`src/rtl/rras_pkg.sv`:
```
// ----------------------------------------------------------------------------
// rras_pkg
// Shared types, constants and helpers for the round-robin aging scheduler.
// ----------------------------------------------------------------------------
package rras_pkg;

    localparam int SLOTS   = 16;
    localparam int SLOT_W  = (SLOTS > 1) ? $clog2(SLOTS) : 1;
    localparam int CFG_W   = 16;
    localparam int QUANT_W = 16;
    localparam int WAIT_W  = 8;
    localparam int FIELD_W = 4;

    typedef logic [SLOT_W-1:0] slot_idx_t;

    // register indexes on the config port
    localparam logic CFG_QUANTUM = 1'b0;
    localparam logic CFG_AGING   = 1'b1;

    typedef enum logic [0:0] {
        OP_TICK = 1'b0,
        OP_SET  = 1'b1
    } op_t;

    typedef enum logic [1:0] {
        SS_IDLE  = 2'd0,
        SS_READY = 2'd1,
        SS_RUN   = 2'd2
    } slot_state_t;

    typedef enum logic [1:0] {
        FSM_IDLE,
        FSM_DECIDE,
        FSM_SCAN,
        FSM_FINISH
    } fsm_state_t;

    typedef struct packed {
        logic load_item;
        logic apply_set;
        logic tick_update;
        logic scan_step;
        logic finish;
    } rras_cmd_t;

    typedef struct packed {
        logic is_set;
        logic expire;
        logic scan_last;
        logic out_free;
    } rras_status_t;

    // low bits of a slot index as carried on the result ports
    function automatic logic [FIELD_W-1:0] slot_to_field(input slot_idx_t idx);
        logic [SLOT_W+FIELD_W-1:0] ext;
        begin
            ext = {{FIELD_W{1'b0}}, idx};
            return ext[FIELD_W-1:0];
        end
    endfunction

    // slot port value to table index (only used when in range)
    function automatic slot_idx_t field_to_slot(input logic [FIELD_W-1:0] f);
        logic [SLOT_W+FIELD_W-1:0] ext;
        begin
            ext = {{SLOT_W{1'b0}}, f};
            return ext[SLOT_W-1:0];
        end
    endfunction

endpackage

```
`src/rtl/rras_ctrl.sv`:
```
// ----------------------------------------------------------------------------
// rras_ctrl
// Sequencer: accepts a word, decides, walks the slot table, reports.
// ----------------------------------------------------------------------------
module rras_ctrl
    import rras_pkg::*;
(
    input  logic         clk,
    input  logic         rst_n,
    input  logic         in_valid,
    output logic         in_stall,
    input  rras_status_t status,
    output rras_cmd_t    cmd
);

    fsm_state_t state_reg;
    fsm_state_t state_next;

    always_ff @(posedge clk or negedge rst_n)
    begin
        if (!rst_n)
        begin
            state_reg <= FSM_IDLE;
        end
        else
        begin
            state_reg <= state_next;
        end
    end

    always_comb
    begin
        state_next = state_reg;
        cmd        = '0;
        in_stall   = 1'b1;
        case (state_reg)
            FSM_IDLE:
            begin
                in_stall = 1'b0;
                if (in_valid)
                begin
                    cmd.load_item = 1'b1;
                    state_next    = FSM_DECIDE;
                end
            end
            FSM_DECIDE:
            begin
                if (status.is_set)
                begin
                    if (status.out_free)
                    begin
                        cmd.apply_set = 1'b1;
                        state_next    = FSM_IDLE;
                    end
                end
                else if (status.expire)
                begin
                    // count clears and the walk starts at slot zero
                    cmd.tick_update = 1'b1;
                    state_next      = FSM_SCAN;
                end
                else if (status.out_free)
                begin
                    cmd.tick_update = 1'b1;
                    state_next      = FSM_IDLE;
                end
            end
            FSM_SCAN:
            begin
                cmd.scan_step = 1'b1;
                if (status.scan_last)
                begin
                    state_next = FSM_FINISH;
                end
            end
            FSM_FINISH:
            begin
                if (status.out_free)
                begin
                    cmd.finish = 1'b1;
                    state_next = FSM_IDLE;
                end
            end
            default:
            begin
                state_next = FSM_IDLE;
            end
        endcase
    end

endmodule

```
`src/rtl/rras_dp.sv`:
```
// ----------------------------------------------------------------------------
// rras_dp
// Datapath: config, slot table, quantum counter, scan trackers, result word.
// ----------------------------------------------------------------------------
module rras_dp
    import rras_pkg::*;
(
    input  logic               clk,
    input  logic               rst_n,
    input  logic               cfg_we,
    input  logic               cfg_index,
    input  logic [CFG_W-1:0]   cfg_data,
    input  logic               operation,
    input  logic [FIELD_W-1:0] slot,
    input  logic [1:0]         new_state,
    input  rras_cmd_t          cmd,
    output rras_status_t       status,
    input  logic               out_stall,
    output logic               out_valid,
    output logic               switched,
    output logic [FIELD_W-1:0] from_slot,
    output logic [FIELD_W-1:0] to_slot,
    output logic               by_aging
);

    localparam slot_idx_t LAST_IDX = slot_idx_t'(SLOTS - 1);

    // config
    logic [QUANT_W-1:0] quantum_reg;
    logic [WAIT_W-1:0]  thresh_reg;

    // table and scheduler state
    slot_state_t        slot_state_reg [SLOTS];
    slot_state_t        slot_state_next[SLOTS];
    logic [WAIT_W-1:0]  wait_count_reg [SLOTS];
    logic [WAIT_W-1:0]  wait_count_next[SLOTS];
    logic [QUANT_W-1:0] tick_count_reg, tick_count_next;
    slot_idx_t          current_reg, current_next;

    // captured word
    logic               op_reg, op_next;
    logic [FIELD_W-1:0] slot_reg, slot_next;
    logic [1:0]         nstate_reg, nstate_next;

    // scan trackers
    slot_idx_t scan_idx_reg, scan_idx_next;
    logic      age_found_reg, age_found_next;
    slot_idx_t age_pick_reg, age_pick_next;
    logic      hi_found_reg, hi_found_next;
    slot_idx_t hi_pick_reg, hi_pick_next;
    logic      lo_found_reg, lo_found_next;
    slot_idx_t lo_pick_reg, lo_pick_next;
    logic      cur_run_reg, cur_run_next;

    // result word
    logic               out_valid_reg, out_valid_next;
    logic               switched_reg, switched_next;
    logic [FIELD_W-1:0] from_reg, from_next;
    logic [FIELD_W-1:0] to_reg, to_next;
    logic               aged_reg, aged_next;

    // combinational helpers
    slot_state_t        scan_st;
    logic [WAIT_W-1:0]  scan_w;
    logic [WAIT_W-1:0]  w_inc;
    logic               scan_ready;
    logic               age_hit;
    logic [QUANT_W:0]   tick_sum;
    logic [QUANT_W-1:0] limit;
    logic               expire;
    logic               out_free;
    logic               set_ok;
    slot_idx_t          set_idx;
    logic               push;
    logic               found;
    slot_idx_t          pick;

    always_ff @(posedge clk or negedge rst_n)
    begin
        if (!rst_n)
        begin
            quantum_reg <= QUANT_W'(10);
            thresh_reg  <= WAIT_W'(10);
        end
        else if (cfg_we)
        begin
            case (cfg_index)
                CFG_QUANTUM: quantum_reg <= cfg_data[QUANT_W-1:0];
                CFG_AGING:   thresh_reg  <= cfg_data[WAIT_W-1:0];
                default:     quantum_reg <= quantum_reg;
            endcase
        end
    end

    always_comb
    begin
        out_free = !out_valid_reg || !out_stall;

        scan_st    = slot_state_reg[scan_idx_reg];
        scan_w     = wait_count_reg[scan_idx_reg];
        w_inc      = (scan_w == {WAIT_W{1'b1}}) ? scan_w : scan_w + WAIT_W'(1);
        scan_ready = (scan_st == SS_READY);
        age_hit    = scan_ready && (w_inc > thresh_reg) && !age_found_reg;

        // zero quantum acts as one
        limit    = (quantum_reg == '0) ? QUANT_W'(1) : quantum_reg;
        tick_sum = {1'b0, tick_count_reg} + (QUANT_W+1)'(1);
        expire   = tick_sum >= {1'b0, limit};

        set_ok  = ({{SLOT_W{1'b0}}, slot_reg} < (SLOT_W+FIELD_W)'(SLOTS))
                  && (nstate_reg inside {SS_IDLE, SS_READY, SS_RUN});
        set_idx = field_to_slot(slot_reg);

        found = age_found_reg || hi_found_reg || lo_found_reg;
        pick  = age_found_reg ? age_pick_reg : (hi_found_reg ? hi_pick_reg : lo_pick_reg);

        slot_state_next = slot_state_reg;
        wait_count_next = wait_count_reg;
        tick_count_next = tick_count_reg;
        current_next    = current_reg;
        op_next         = op_reg;
        slot_next       = slot_reg;
        nstate_next     = nstate_reg;
        scan_idx_next   = scan_idx_reg;
        age_found_next  = age_found_reg;
        age_pick_next   = age_pick_reg;
        hi_found_next   = hi_found_reg;
        hi_pick_next    = hi_pick_reg;
        lo_found_next   = lo_found_reg;
        lo_pick_next    = lo_pick_reg;
        cur_run_next    = cur_run_reg;
        switched_next   = switched_reg;
        from_next       = from_reg;
        to_next         = to_reg;
        aged_next       = aged_reg;
        push            = 1'b0;

        if (cmd.load_item)
        begin
            op_next     = operation;
            slot_next   = slot;
            nstate_next = new_state;
        end

        if (cmd.apply_set)
        begin
            if (set_ok)
            begin
                slot_state_next[set_idx] = slot_state_t'(nstate_reg);
                if (slot_state_t'(nstate_reg) == SS_RUN)
                begin
                    current_next = set_idx;
                end
            end
            push          = 1'b1;
            switched_next = 1'b0;
            from_next     = '0;
            to_next       = '0;
            aged_next     = 1'b0;
        end

        if (cmd.tick_update)
        begin
            if (expire)
            begin
                tick_count_next = '0;
                scan_idx_next   = '0;
                age_found_next  = 1'b0;
                hi_found_next   = 1'b0;
                lo_found_next   = 1'b0;
                cur_run_next    = 1'b0;
            end
            else
            begin
                tick_count_next = tick_sum[QUANT_W-1:0];
                push            = 1'b1;
                switched_next   = 1'b0;
                from_next       = '0;
                to_next         = '0;
                aged_next       = 1'b0;
            end
        end

        if (cmd.scan_step)
        begin
            // age, and clear the first slot past the threshold right away
            if (scan_ready)
            begin
                wait_count_next[scan_idx_reg] = age_hit ? '0 : w_inc;
                if (age_hit)
                begin
                    age_found_next = 1'b1;
                    age_pick_next  = scan_idx_reg;
                end
                if (!hi_found_reg && (scan_idx_reg > current_reg))
                begin
                    hi_found_next = 1'b1;
                    hi_pick_next  = scan_idx_reg;
                end
                if (!lo_found_reg)
                begin
                    lo_found_next = 1'b1;
                    lo_pick_next  = scan_idx_reg;
                end
            end
            if (scan_idx_reg == current_reg)
            begin
                cur_run_next = (scan_st == SS_RUN);
            end
            scan_idx_next = scan_idx_reg + slot_idx_t'(1);
        end

        if (cmd.finish)
        begin
            push = 1'b1;
            if (found)
            begin
                if (cur_run_reg)
                begin
                    slot_state_next[current_reg] = SS_READY;
                end
                slot_state_next[pick] = SS_RUN;
                current_next          = pick;
                switched_next         = 1'b1;
                from_next             = slot_to_field(current_reg);
                to_next               = slot_to_field(pick);
                aged_next             = age_found_reg;
            end
            else
            begin
                switched_next = 1'b0;
                from_next     = '0;
                to_next       = '0;
                aged_next     = 1'b0;
            end
        end

        if (push)
        begin
            out_valid_next = 1'b1;
        end
        else
        begin
            out_valid_next = out_valid_reg && out_stall;
        end
    end

    always_ff @(posedge clk or negedge rst_n)
    begin
        if (!rst_n)
        begin
            for (int i = 0; i < SLOTS; i++)
            begin
                slot_state_reg[i] <= SS_IDLE;
                wait_count_reg[i] <= '0;
            end
            tick_count_reg <= '0;
            current_reg    <= '0;
            scan_idx_reg   <= '0;
            age_found_reg  <= 1'b0;
            hi_found_reg   <= 1'b0;
            lo_found_reg   <= 1'b0;
            cur_run_reg    <= 1'b0;
            out_valid_reg  <= 1'b0;
        end
        else
        begin
            slot_state_reg <= slot_state_next;
            wait_count_reg <= wait_count_next;
            tick_count_reg <= tick_count_next;
            current_reg    <= current_next;
            scan_idx_reg   <= scan_idx_next;
            age_found_reg  <= age_found_next;
            hi_found_reg   <= hi_found_next;
            lo_found_reg   <= lo_found_next;
            cur_run_reg    <= cur_run_next;
            out_valid_reg  <= out_valid_next;
        end
    end

    always_ff @(posedge clk)
    begin
        op_reg       <= op_next;
        slot_reg     <= slot_next;
        nstate_reg   <= nstate_next;
        age_pick_reg <= age_pick_next;
        hi_pick_reg  <= hi_pick_next;
        lo_pick_reg  <= lo_pick_next;
        switched_reg <= switched_next;
        from_reg     <= from_next;
        to_reg       <= to_next;
        aged_reg     <= aged_next;
    end

    assign status.is_set    = (op_t'(op_reg) == OP_SET);
    assign status.expire    = expire;
    assign status.scan_last = (scan_idx_reg == LAST_IDX);
    assign status.out_free  = out_free;

    assign out_valid = out_valid_reg;
    assign switched  = switched_reg;
    assign from_slot = from_reg;
    assign to_slot   = to_reg;
    assign by_aging  = aged_reg;

endmodule

```
`src/rtl/round_robin_aging_scheduler.sv`:
```
// ----------------------------------------------------------------------------
// round_robin_aging_scheduler
// Quantum-timed round-robin scheduler with aging over a fixed slot table.
// ----------------------------------------------------------------------------
// One word in, one result word out. A slot write or a tick that does not end
// the quantum is decided from the captured word, and its result goes into the
// output register as soon as that register is free. A tick that ends the
// quantum walks the slot table one slot per cycle (aging each ready slot and
// tracking the aging and round-robin candidates), then makes the switch in
// the finish state and writes its result. The input is taken only while the
// sequencer is idle, the cycle after the result is written, so the block
// works on one word at a time. A finished result sits in the output register
// and the next word may be taken and worked on while it waits; the sequencer
// holds before writing its own result until the output register is free.
module round_robin_aging_scheduler
    import rras_pkg::*;
(
    input  logic               clk,
    input  logic               rst_n,
    input  logic               cfg_we,
    input  logic               cfg_index,
    input  logic [CFG_W-1:0]   cfg_data,
    input  logic               in_valid,
    output logic               in_stall,
    input  logic               operation,
    input  logic [FIELD_W-1:0] slot,
    input  logic [1:0]         new_state,
    output logic               out_valid,
    input  logic               out_stall,
    output logic               switched,
    output logic [FIELD_W-1:0] from_slot,
    output logic [FIELD_W-1:0] to_slot,
    output logic               by_aging
);

    rras_cmd_t    cmd;
    rras_status_t status;

    rras_ctrl u_ctrl (
        .clk      (clk),
        .rst_n    (rst_n),
        .in_valid (in_valid),
        .in_stall (in_stall),
        .status   (status),
        .cmd      (cmd)
    );

    rras_dp u_dp (
        .clk       (clk),
        .rst_n     (rst_n),
        .cfg_we    (cfg_we),
        .cfg_index (cfg_index),
        .cfg_data  (cfg_data),
        .operation (operation),
        .slot      (slot),
        .new_state (new_state),
        .cmd       (cmd),
        .status    (status),
        .out_stall (out_stall),
        .out_valid (out_valid),
        .switched  (switched),
        .from_slot (from_slot),
        .to_slot   (to_slot),
        .by_aging  (by_aging)
    );

endmodule

```
`config.mk`:
```
export PLATFORM = sky130hd
export DESIGN_NAME = round_robin_aging_scheduler
export DESIGN_NICKNAME = d
export VERILOG_FILES = /design/src/rtl/rras_pkg.sv /design/src/rtl/rras_ctrl.sv /design/src/rtl/rras_dp.sv /design/src/rtl/round_robin_aging_scheduler.sv
export SDC_FILE = /design/constraint.sdc
export NUM_CORES = 1
export LEC_CHECK = 0
export BUFFER_PORTS_ARGS = -buffer_cell sky130_fd_sc_hd__buf_4
export CAP_MARGIN = 20
export CORE_MARGIN = 1
export CORE_UTILIZATION = 42
export CTS_CLUSTER_DIAMETER = 120
export DETAILED_ROUTE_END_ITERATION = 12
export GPL_TIMING_DRIVEN = 1
export PLACE_DENSITY = 0.54
export REMOVE_ABC_BUFFERS = 1
export SYNTH_ARGS = -nofsm -noshare
export SYNTH_HDL_FRONTEND = slang
export SYNTH_SLANG_ARGS = --single-unit
```
`constraint.sdc`:
```
create_clock -name clk -period 5.5 [get_ports clk]
set_input_delay 0.825 -clock clk [delete_from_list [all_inputs] [get_ports clk]]
set_output_delay 0.825 -clock clk [all_outputs]
set_load 0.01 [all_outputs]
```
# Word level (Yosys, flattened, before mapping)
# Index checks and enable logic that the tools add are counted.
[totals]
word_cells = 217
latchBits = 0
input_bits = 29
romBits = 0
output_inout_bits = 12
register_bits = 244
ramBits = 0
mem_count = 0
[classes]
n_reduce_logical = 29
n_addsub = 3
shift = 0
n_mux = 97
order_cmp = 11
bitwise_logic = 12
mul = 0
div = 0
eq_ne = 12
[op_table]
columns = ["cell", "count"]
rows = [
  ["$mux 32", 7],
  ["$bwmux 128", 1],
  ["$mux 4", 20],
  ["$mux 1", 43],
  ["$mux 8", 5],
  ["$and 16x16->16", 2],
  ["$bmux 8 s4", 1],
  ["$bwmux 32", 1],
  ["$demux 8 s4", 1],
  ["$mux 16", 2],
  ["$not 16->16", 2],
  ["$or 16x16->16", 2],
  ["$demux 2 s4", 3],
  ["$mux 2", 11],
  ["$ge 5x5->1 const B", 4],
  ["$lt 5x1->1 const B", 4],
  ["$not 4->5", 4],
  ["$add 16x1->17 const B", 1],
  ["$ge 17x16->1", 1],
  ["$logic_not 16->1", 1],
  ["$reduce_and 2->1", 5],
  ["$reduce_and 3->1", 3],
  ["$add 8x1->8 const B", 1],
  ["$bmux 2 s4", 1],
  ["17 further kinds", 38],
]

# Logic depth before layout (Yosys ltp)
# Gate-level depths: netlist of run 1.
[logic_depth]
depth_word = 15
depth_mapped = 24
depth_no_buf = 18

# By module
# Synthesis of run 1 repeated with hierarchy kept, for this count alone.
[hier_totals]
cells_unflattened = 1180
hier_area_um2 = 12713.4
[by_module_without_submodules]
columns = ["mod", "cells_per_inst", "instances", "area_per_inst_um2", "seq_area_each_um2"]
rows = [
  ["rras_dp", 1163, 1, 12558.3, 6105.9],
  ["rras_ctrl", 17, 1, 155.1, 50.0],
]

# Least setup slack after synthesis of run 1
# Ideal clock, no wire load.
[synth_timing]
path_type = "register -> register"
startpoint = "register u_dp.scan_idx_reg[1]"
endpoint = "register u_dp.wait_count_reg[121] in the netlist's numbering"
synth_period_minus_slack_ps = 4405
t_arrival_ps = 4321
stages_incl_launch_ff = 24
path_slack_ps = 1095
path_buffers = 5
setup_ps = 84
required_ps = 5416
cell_sequence = "dfrtp_1 > buf_4 > buf_6 > buf_4 > mux4_2 > a22oi_1 > nand2_2 > ha_1 > inv_1 > a31oi_2 > nand2_1 > nor2_4 > mux2i_4 > buf_2 > inv_1 > ha_1 > nor2b_1 > o21a_1 > o21ai_0 > a21oi_1 > o211ai_2 > buf_4 > nand3_1 > o21ai_0"
[synth_via]
elab_chain_cells = 11
word_cells_on_any_way = 22
classes_between = "add/sub: 1; order compare: 3; eq/ne: 2; mux: 11; bitwise: 1; reduce/logical: 4"
[synth_rtl]
columns = ["element", "line", "source"]
rows = [
  ["start, declared", "rras_dp.sv:46", "slot_idx_t scan_idx_reg, scan_idx_next;"],
  ["start signal, assigned", "rras_dp.sv:272", "scan_idx_reg <= scan_idx_next;"],
  ["$not 4->5 (*)", "rras_dp.sv:99, rras_dp.sv:100, rras_dp.sv:189", ""],
  ["$bmux 8 s4", "rras_dp.sv:100", "scan_w = wait_count_reg[scan_idx_reg];"],
  ["$mux 8 (not written as such) (2 in series)", "rras_dp.sv:100", ""],
  ["$add 8x1->8 or $eq 8x8->1 (tied branches)", "rras_dp.sv:101", "w_inc = (scan_w == {WAIT_W{1'b1}}) ? scan_w : scan_w + WAIT_W'(1);"],
  ["$mux 8", "rras_dp.sv:101", ""],
  ["$gt 8x8->1", "rras_dp.sv:103", "age_hit = scan_ready && (w_inc > thresh_reg) && !age_found_reg;"],
  ["$logic_and 1x1->1 (2 in series)", "rras_dp.sv:103", ""],
  ["$mux 8", "rras_dp.sv:189", "wait_count_next[scan_idx_reg] = age_hit ? '0 : w_inc;"],
  ["$bwmux 128", "rras_dp.sv:189", ""],
  ["end signal, assigned", "rras_dp.sv:269", "wait_count_reg <= wait_count_next;"],
  ["end, declared", "rras_dp.sv:35", "logic [WAIT_W-1:0] wait_count_reg [SLOTS];"],
]
# Mark *: on every way between the ends. The rest lies on a longest branch, timed or not. The select of a mux whose other input is x is not followed.
# A chain may end at the register's enable or synchronous reset.

# Worst setup path after layout of run 1
[layout_timing]
startpoint = "register u_dp.scan_idx_reg[3]"
endpoint = "register u_dp.wait_count_reg[23] in the netlist's numbering"
# The elaborated chain is that of the path after synthesis.

==> results.toml, run 1 <==
[global_route]
antenna_found_initial = 0
grt_first_pass_wirelength_um = 53400
grt_util_all_layers_pct = 22.3
grt_max_degree = 130
grt_pass1_vias = 9267
grt_overflow = 0

[setup_path]
cp-end-kind = "flip-flop"
critical_path_required_ns = 5.93
cp-start-kind = "flip-flop"
path_class = "reg2reg"
worst-endpoint-arrival_ns = 5.24
cp_max_fo = 10

[sta]
setup_slack_ns = 0.692
relSlewSlack_pct = 31.1
setup_viol = 0
final_hold_viol_count = 0
slew_viol_final = 0
grt_setup_unrepaired = "no"
fin_crit_sh_pct = 87.4
fin_hold_ws_ns = 0.404
clock.fmax_mhz = 208
finClkSkew_ns = 0.0116
fin_crit_ns = 4.81
setup_tns_ns = 0
tightest_slew_ns = 1.02

[placed_design]
pre_cts_slack_ns = 0.763
dpl-instance-area_um2 = 13000
dp_hpwl_um = 22800
gp_congestion = 0.870
port-buffer-count = 40
dp_cells = 1594

[yosys]
synth_most_common_cell = "dfrtp_1"
synth.area.top_cells = "dfrtp_1, mux4_2, nand2_1"
ys_seq_area_share_pct = 49.6
synth_area_per_cell_um2 = 10.2
synth_cell_types = 77
yosys.area.top_type_share_pct = 42.6
yosysWarnings = 0
synthArstFlopShare_pct = 88.1
synthCells = 1213
yosys-top-cells-count = "dfrtp_1, nand2_1, o21ai_0"
synth_area_leader_cell = "dfrtp_1"
yosys_register_bits = 244
synth_edf_count = 19
netlist_area_um2 = 12400
synth_ff_type = "dfrtp_1"

[power]
power_mw = 4.70
p_leak_nw = 6.10
powerDensity_nw_per_um2 = 338
peakVddDrop_mv = 0.249

[worst_hold_path]
hp-class = "in2async"

[layout]
drive_gt1_share_pct = 15.0
n_antenna_cell = 0
final_util_pct = 48.2
multi_input_area_um2 = 5730
area_delta_synth_final_pct = 12.3
design_area_um2 = 13900
largest_reg_flops = 128
fillers = 2694
seq_area_um2 = 6160
fin_cells = 1645
fin_nets = 1303

[routing]
via_per_inst = 5.62
vias = 9241
drt_wl_total_um = 33000
route.detailed.drc = 0
postRouteAntennaNets = 0
first_pass_iters = 5
drtIter0Drc = 707
wl_per_cell_um = 20.0

[die]
core_area_um2 = 28900
die_w_um = 174
die_y_um = 174
die_area_um2 = 30200
pin_count = 41
initial_core_util_pct = 43.0
rows = 62

[clock_tree]
cts.clk_slew.worst_paths_ns = 0.06
postCtsResizedCells = 0
cts_buffers = 28
worst_skew_pair.late_latency_ns = 0.55
root_buffer = "clkbuf_16"
cts.sinks = 244
htree_levels = 1
cts_hold_buf = 0
cts_buffer_depth = 3
post_cts_buffers = 0
cts_tree = "done"

[run_status]
outcome = "finished clean"

[job]
maxCapViolations = 0
[worst max-delay path, cell delays in order (launching register included)]
cell and delay (ns):
dfrtp_1 0.60, and2_1 0.56, a22oi_2 0.19, nand2_2 0.15, ha_1 0.22, inv_1 0.07
a31oi_2 0.25, nand2_1 0.20, nor2_4 0.20, mux2i_4 0.27, inv_1 0.06, ha_1 0.28
nor2b_1 0.13, o21a_1 0.11, o21ai_0 0.07, a21oi_1 0.29, o211a_1 0.52, buf_4 0.26
nor2_1 0.06, a22o_1 0.20
[final timing paths]
kind	startpoint	to	slack [ns]	cells after the start
worst max-delay path	u_dp.scan_idx_reg[3]	u_dp.wait_count_reg[23]	0.69	19
worst min-delay path	rst_n	u_dp.wait_count_reg[111]	0.40	1
worst max register to register	u_dp.scan_idx_reg[3]	u_dp.wait_count_reg[23]	0.69	19
worst min register to register	u_dp.switched	u_dp.switched	0.47	1
max in group asynchronous	rst_n	u_dp.scan_idx_reg[1]	4.03	2
min in group clk	slot[3]	u_dp.set_idx[3]	0.46	1
[routing by layer]
layer | up-vias | global-route usage (%) | wire length, um
li1 | 4391 | - | -
met1 | 4585 | 31.8 | 15500
met5 | - | 0 | 0
met4 | 0 | 6.65 | 948
met3 | 46 | 3.75 | 1550
met2 | 219 | 34.8 | 14900
[power by group]
group          internal (mW)  switching [mW]
Clock                   1.09           0.745
Sequential              1.98           0.165
Combinational          0.317           0.400
[final cells by class]
type	instances	share of cell area (%)
tap	384	3.45
inverter	43	1.16
sequential	244	44.2
clock inverter	4	0.324
multi-input combinational	860	41.2
clock buffer	47	6.13
timing repair buffer	63	3.54
[cells by family after synthesis]
group,after synthesis,synth area share [%]
AOI/OAI and AO/OA,332,17.0
adders and majority gates,34,3.43
buffers and inverters,109,4.15
DFF,244,49.6
and+or+nand+nor,424,15.6
xor gates and xnor gates,8,0.747
muxes,62,9.37
[placed cells by master, fill, tap and decap left out, types with 4 or more instances in the layout]
master and n:
dfstp_2 4, mux4_2 39, and3_1 4, dfrtp_1 209, nand4_1 10, o22a_1 8
nand3_1 32, o21bai_1 4, mux2i_1 10, clkbuf_1 12, o21ai_0 136, nor4_1 6
or2_2 8, dfxtp_1 10, o21a_1 20, nand2_1 199, clkbuf_8 6, a22o_1 24
ha_1 34, edfxtp_1 19, a32o_1 6, nor3_1 9, a22oi_1 14, a21o_1 13
o22ai_1 20, nor2_1 93, nor2b_1 13, nand2b_1 20, or3_1 6, a21oi_1 21
o21ai_1 31, and2_1 9, a31oi_1 4, mux2_2 10, inv_1 43, buf_4 61
clkbuf_16 29
No activity file was read; power rests on OpenSTA's default activity.
==> inputs of run 2 (changes only) <==
--- a/config.mk
+++ b/config.mk
@@ -5,6 +5,7 @@
 export SDC_FILE = /design/constraint.sdc
 export NUM_CORES = 1
 export LEC_CHECK = 0
+export ABC_AREA = 1
 export BUFFER_PORTS_ARGS = -buffer_cell sky130_fd_sc_hd__buf_4
 export CAP_MARGIN = 20
 export CORE_MARGIN = 1
==> run 2 against run 1 <==
Cell count increased by 45%; register-to-register slack improved by 0.07 ns; sequential share of layout area decreased by 4.1 points; non-clock buffer count increased by 3; synthesized area increased by 10%; worst setup slack improved by 0.075 ns; first-iteration DRC count increased by 57%; clock-buffer cell count decreased by 2; core utilization increased by 0.082 points; critical path depth increased by 3; die area increased by 10%; hold slack got worse by 0.12 ns; critical path type unchanged; largest cell class unchanged; largest power group unchanged.
==> results.toml, run 2 <==
[clock_tree]
cts_buffers = 29
post_cts_buffers = 0
root_buffer = "clkbuf_16"
postCtsResizedCells = 0
worst_skew_pair.late_latency_ns = 0.54
htree_levels = 1
cts.clk_slew.worst_paths_ns = 0.06
cts_buffer_depth = 3
cts.sinks = 244
cts_tree = "done"
cts_hold_buf = 0

[placed_design]
dp_hpwl_um = 27000
dp_cells = 2334
dpl-instance-area_um2 = 14400
pre_cts_slack_ns = 0.888
gp_congestion = 0.955
port-buffer-count = 40

[yosys]
synth_ff_type = "dfrtp_1"
synthCells = 1900
netlist_area_um2 = 13700
synth_edf_count = 19
yosys.area.top_type_share_pct = 38.6
ys_seq_area_share_pct = 45.0
synth_area_per_cell_um2 = 7.20
synth_area_leader_cell = "dfrtp_1"
yosys_register_bits = 244
synthArstFlopShare_pct = 88.1
yosys-top-cells-count = "nand2_1, inv_1, dfrtp_1"
yosysWarnings = 0
synth_most_common_cell = "nand2_1"
synth.area.top_cells = "dfrtp_1, nand2_1, inv_1"
synth_cell_types = 42

[setup_path]
cp-end-kind = "flip-flop"
path_class = "reg2reg"
cp-start-kind = "flip-flop"
worst-endpoint-arrival_ns = 5.21
critical_path_required_ns = 5.98
cp_max_fo = 69

[sta]
fin_crit_ns = 4.73
slew_viol_final = 0
finClkSkew_ns = 0.0103
setup_slack_ns = 0.767
setup_viol = 0
fin_hold_ws_ns = 0.281
relSlewSlack_pct = 32.8
fin_crit_sh_pct = 86.1
clock.fmax_mhz = 211
grt_setup_unrepaired = "no"
final_hold_viol_count = 0
tightest_slew_ns = 1.00

[worst_hold_path]
hp-class = "in2async"

[job]
maxCapViolations = 0

[die]
pin_count = 41
rows = 65
core_area_um2 = 31800
die_area_um2 = 33300
die_w_um = 182
die_y_um = 182
initial_core_util_pct = 43.0

[global_route]
grt_util_all_layers_pct = 24.7
grt_max_degree = 101
grt_first_pass_wirelength_um = 65200
grt_overflow = 0
grt_pass1_vias = 11794
antenna_found_initial = 0

[layout]
drive_gt1_share_pct = 8.41
final_common_cell = "nand2_1"
fin_cells = 2386
n_antenna_cell = 0
area_delta_synth_final_pct = 12.4
largest_reg_flops = 128
fin_nets = 1993
design_area_um2 = 15400
most-common-layout-cells = "nand2_1, inv_1, dfrtp_1"

[power]
p_leak_nw = 7.79
peakVddDrop_mv = 0.216
powerDensity_nw_per_um2 = 304

[routing]
vias = 12208
drtIter0Drc = 1109
route.detailed.drc = 0
first_pass_iters = 6
via_per_inst = 5.12
wl_per_cell_um = 16.8
drt_wl_total_um = 40000
postRouteAntennaNets = 0

[run_status]
outcome = "finished clean"
run 2: final timing paths:
kind / cells after the start / end / slack, ns / startpoint
min reg2reg: 2 / u_dp.switched / 0.47 / u_dp.switched
min in group clk: 1 / u_dp.set_idx[2] / 0.46 / slot[2]
min: 1 / u_dp.slot_state_reg[1] / 0.28 / rst_n
max: 22 / u_dp.wait_count_reg[54] / 0.77 / u_dp.scan_idx_reg[1]
max in group asynchronous: 2 / u_dp.scan_idx_reg[1] / 4.08 / rst_n
max reg2reg: 22 / u_dp.wait_count_reg[54] / 0.77 / u_dp.scan_idx_reg[1]
run 2: power breakdown:
group          internal (mW)  switching (mW)  leakage, nW
combinational          0.234           0.461         4.27
clock                   1.13           0.767        0.450
sequential              1.98           0.103         3.07
run 2: routing by layer:
layer	part of all wire, %	track usage, %	up-vias
met5	0	0	-
li1	-	-	6056
met3	5.6	2.93	64
met2	44	38.1	350
met1	48	36.6	5738
met4	2.6	6.72	0
run 2: stage by stage:
stage	total power [mW]	TNS [ns]	utilization, %
6_report	4.67	0	48.3
5_1_grt	4.92	0	48.3
4_1_cts	4.72	0	48.3
3_5_place_dp	2.81	0	45.4
3_3_place_gp	2.80	0	45.4
2_1_floorplan	2.55	-271.98	-
run 2: layout make-up:
cell class / instances / area (um2)
Fill cell: 3226 / 16400
Sequential cell: 244 / 6160
Multi-Input combinational cell: 1302 / 6120
Inverter: 287 / 1080
Clock buffer: 45 / 836
Tap cell: 435 / 544
Timing Repair Buffer: 66 / 541
Clock inverter: 7 / 87.6
run 2: worst max-delay path: stages, from the launching register on:
cell      delay [ns]
dfrtp_2         0.36
buf_4           0.55
nand3_1         0.30
nand2_1         0.12
nand2_1         0.05
nand2_1         0.08
inv_1           0.04
nand2_1         0.14
ha_1            0.21
inv_1           0.08
nor2_2          0.18
nand2_1         0.17
nand3_1         0.13
and2_1          0.15
ha_1            0.24
a21oi_1         0.13
nor2_1          0.05
a211oi_1        0.17
a21oi_1         0.13
nand3_4         0.30
buf_4           0.68
nand4_1         0.18
nand2_1         0.11
run 2: kinds of logic (layout without fill, tap and decap cells):
group | count (synthesis) | after routing | synth area share [%]
simple gates | 1073 | 1073 | 33.3
buf+inv | 354 | 405 | 10.3
flops | 244 | 244 | 45.0
compound gates | 181 | 181 | 7.36
fa+ha+maj | 34 | 34 | 3.11
xor+xnor | 14 | 14 | 0.897
==> inputs of run 3 (changes only) <==
--- a/config.mk
+++ b/config.mk
@@ -6,14 +6,14 @@
 export NUM_CORES = 1
 export LEC_CHECK = 0
 export ABC_AREA = 1
-export BUFFER_PORTS_ARGS = -buffer_cell sky130_fd_sc_hd__buf_4
 export CAP_MARGIN = 20
 export CORE_MARGIN = 1
 export CORE_UTILIZATION = 42
 export CTS_CLUSTER_DIAMETER = 120
 export DETAILED_ROUTE_END_ITERATION = 12
+export DONT_BUFFER_PORTS = 1
 export GPL_TIMING_DRIVEN = 1
-export PLACE_DENSITY = 0.54
+export PLACE_DENSITY = 0.52
 export REMOVE_ABC_BUFFERS = 1
 export SYNTH_ARGS = -nofsm -noshare
 export SYNTH_HDL_FRONTEND = slang
==> run 3 against run 2 <==
Final area is 1.4% lower; total power grew 1.2%; clock-buffer cell count down 8; non-clock buffer count fell by 43; critical path depth is 1 higher; sequential power barely moved; global-route usage fell by 0.16 points; maximum frequency is 3.1% higher; core utilization decreased by 0.68 points; worst setup slack gained 0.14 ns; wire length grew 0.38%; critical path type unchanged.
==> results.toml, run 3 (same netlist as run 2, synthesis figures left out) <==
[routing]
first_pass_iters = 5
route.detailed.drc = 0
vias = 11985
postRouteAntennaNets = 0
drt_wl_total_um = 40200
via_per_inst = 5.11
drtIter0Drc = 914
wl_per_cell_um = 17.1

[sta]
tightest_slew_ns = 0.993
final_hold_viol_count = 0
fin_crit_sh_pct = 83.5
fin_hold_ws_ns = 0.124
setup_tns_ns = 0
relSlewSlack_pct = 33.6
fin_crit_ns = 4.59
finClkSkew_ns = 0.0114
setup_viol = 0
grt_setup_unrepaired = "no"
slew_viol_final = 0
clock.fmax_mhz = 218

[layout]
fin_nets = 1950
design_area_um2 = 15100
n_antenna_cell = 0
drive_gt1_share_pct = 6.76
area_delta_synth_final_pct = 10.8
most-common-layout-cells = "nand2_1, inv_1, dfrtp_1"
final_util_pct = 47.6
final_common_cell = "nand2_1"
largest_reg_flops = 128

[setup_path]
worst-endpoint-arrival_ns = 5.01
cp-start-kind = "flip-flop"
critical_path_required_ns = 5.92
path_class = "reg2reg"
regToRegEndpoint = "u_dp.wait_count_reg[81]"
cp-end-kind = "flip-flop"
crit_path_start = "u_dp.scan_idx_reg[1]"
rr_worst_depth = 23
worstReg2RegStart = "u_dp.scan_idx_reg[1]"
cp_max_fo = 44
r2r_setup_slack_ns = 0.91

[clock_tree]
postCtsResizedCells = 0
cts_tree = "done"
cts_buffer_depth = 3
worst_skew_pair.late_latency_ns = 0.55
root_buffer = "clkbuf_16"
post_cts_buffers = 0
htree_levels = 1
cts.clk_slew.worst_paths_ns = 0.06
cts.sinks = 244
cts_buffers = 29

[placed_design]
dpl-instance-area_um2 = 14100
port-buffer-count = 0
gp_congestion = 0.915
dp_hpwl_um = 26300

[global_route]
grt_use_met1_pct = 37.1
antenna_found_initial = 0
grt_pass1_vias = 11653
grt_overflow = 0
grt-busiest-layer = "met2"
use_met3_pct = 2.97
use_met2_pct = 37.5
grt_max_degree = 216
grt_first_pass_wirelength_um = 64500
grt_util_all_layers_pct = 24.5

[die]
core_area_um2 = 31800
rows = 65
die_area_um2 = 33300
die_w_um = 182
pin_count = 41
initial_core_util_pct = 43.0
die_y_um = 182

[run_status]
outcome = "finished clean"

[job]
maxCapViolations = 0

[power]
peakVddDrop_mv = 0.206
power_mw = 4.73
powerDensity_nw_per_um2 = 312
p_leak_nw = 7.63

[worst_hold_path]
hp-class = "in2async"
run 3: layer usage:
| metal | up-vias | routed length, um |
|---|---|---|
| met3 | 54 | 2100 |
| met1 | 5688 | 19900 |
| met4 | 0 | 683 |
| met2 | 259 | 17400 |
| li1 | 5984 | - |
| met5 | - | 0 |
run 3: worst max-delay path: stages, from the launching register on:
cell	delay [ns]
dfrtp_2	0.40
inv_2	0.63
nand3_1	0.14
nand2_1	0.14
nand2_1	0.06
nand2_1	0.09
inv_1	0.04
nand2_1	0.14
ha_1	0.21
inv_1	0.08
nor2_2	0.17
nand2_1	0.18
nand3_1	0.13
and2_1	0.14
ha_1	0.24
nand2_1	0.07
nor2_1	0.05
nand4_1	0.07
nand2_1	0.05
a21oi_1	0.22
nand3_4	0.46
nand3_1	0.25
buf_4	0.31
o21ai_0	0.12
run 3: cell type report:
class | count | area (um2)
Clock inverter | 16 | 160
Clock buffer | 37 | 816
Inverter | 287 | 1080
Multi-Input combinational cell | 1302 | 6120
Fill cell | 3286 | 16700
Tap cell | 435 | 544
Timing Repair Buffer | 23 | 270
Sequential cell | 244 | 6160
run 3: worst max path at each step:
| stage | cells after the start | slack [ns] | end |
|---|---|---|---|
| 2_1_floorplan | 23 | -2.52 | u_dp.wait_count_reg[105] |
| 3_3_place_gp | 23 | 1.0 | u_dp.wait_count_reg[105] |
| 3_5_place_dp | 23 | 0.96 | u_dp.wait_count_reg[81] |
| 4_1_cts | 23 | 0.89 | u_dp.wait_count_reg[81] |
| 5_1_grt | 24 | 0.42 | u_dp.wait_count_reg[89] |
| 6_report | 23 | 0.91 | u_dp.wait_count_reg[81] |
run 3: report_power, final:
| group | switching, mW | internal (mW) | total, mW |
|---|---|---|---|
| logic | 0.461 | 0.219 | 0.680 |
| clock network | 0.780 | 1.18 | 1.96 |
| registers | 0.108 | 1.98 | 2.09 |
| total | 1.35 | 3.38 | 4.73 |
run 3: through the flow:
step | setup WS, ns | instances
floorplan | -2.52 | 1833
global placement | 0.998 | 2288
detailed placement | 0.958 | 2288
CTS | 0.890 | 2341
global route | 0.424 | 2344
finish | 0.910 | 2344
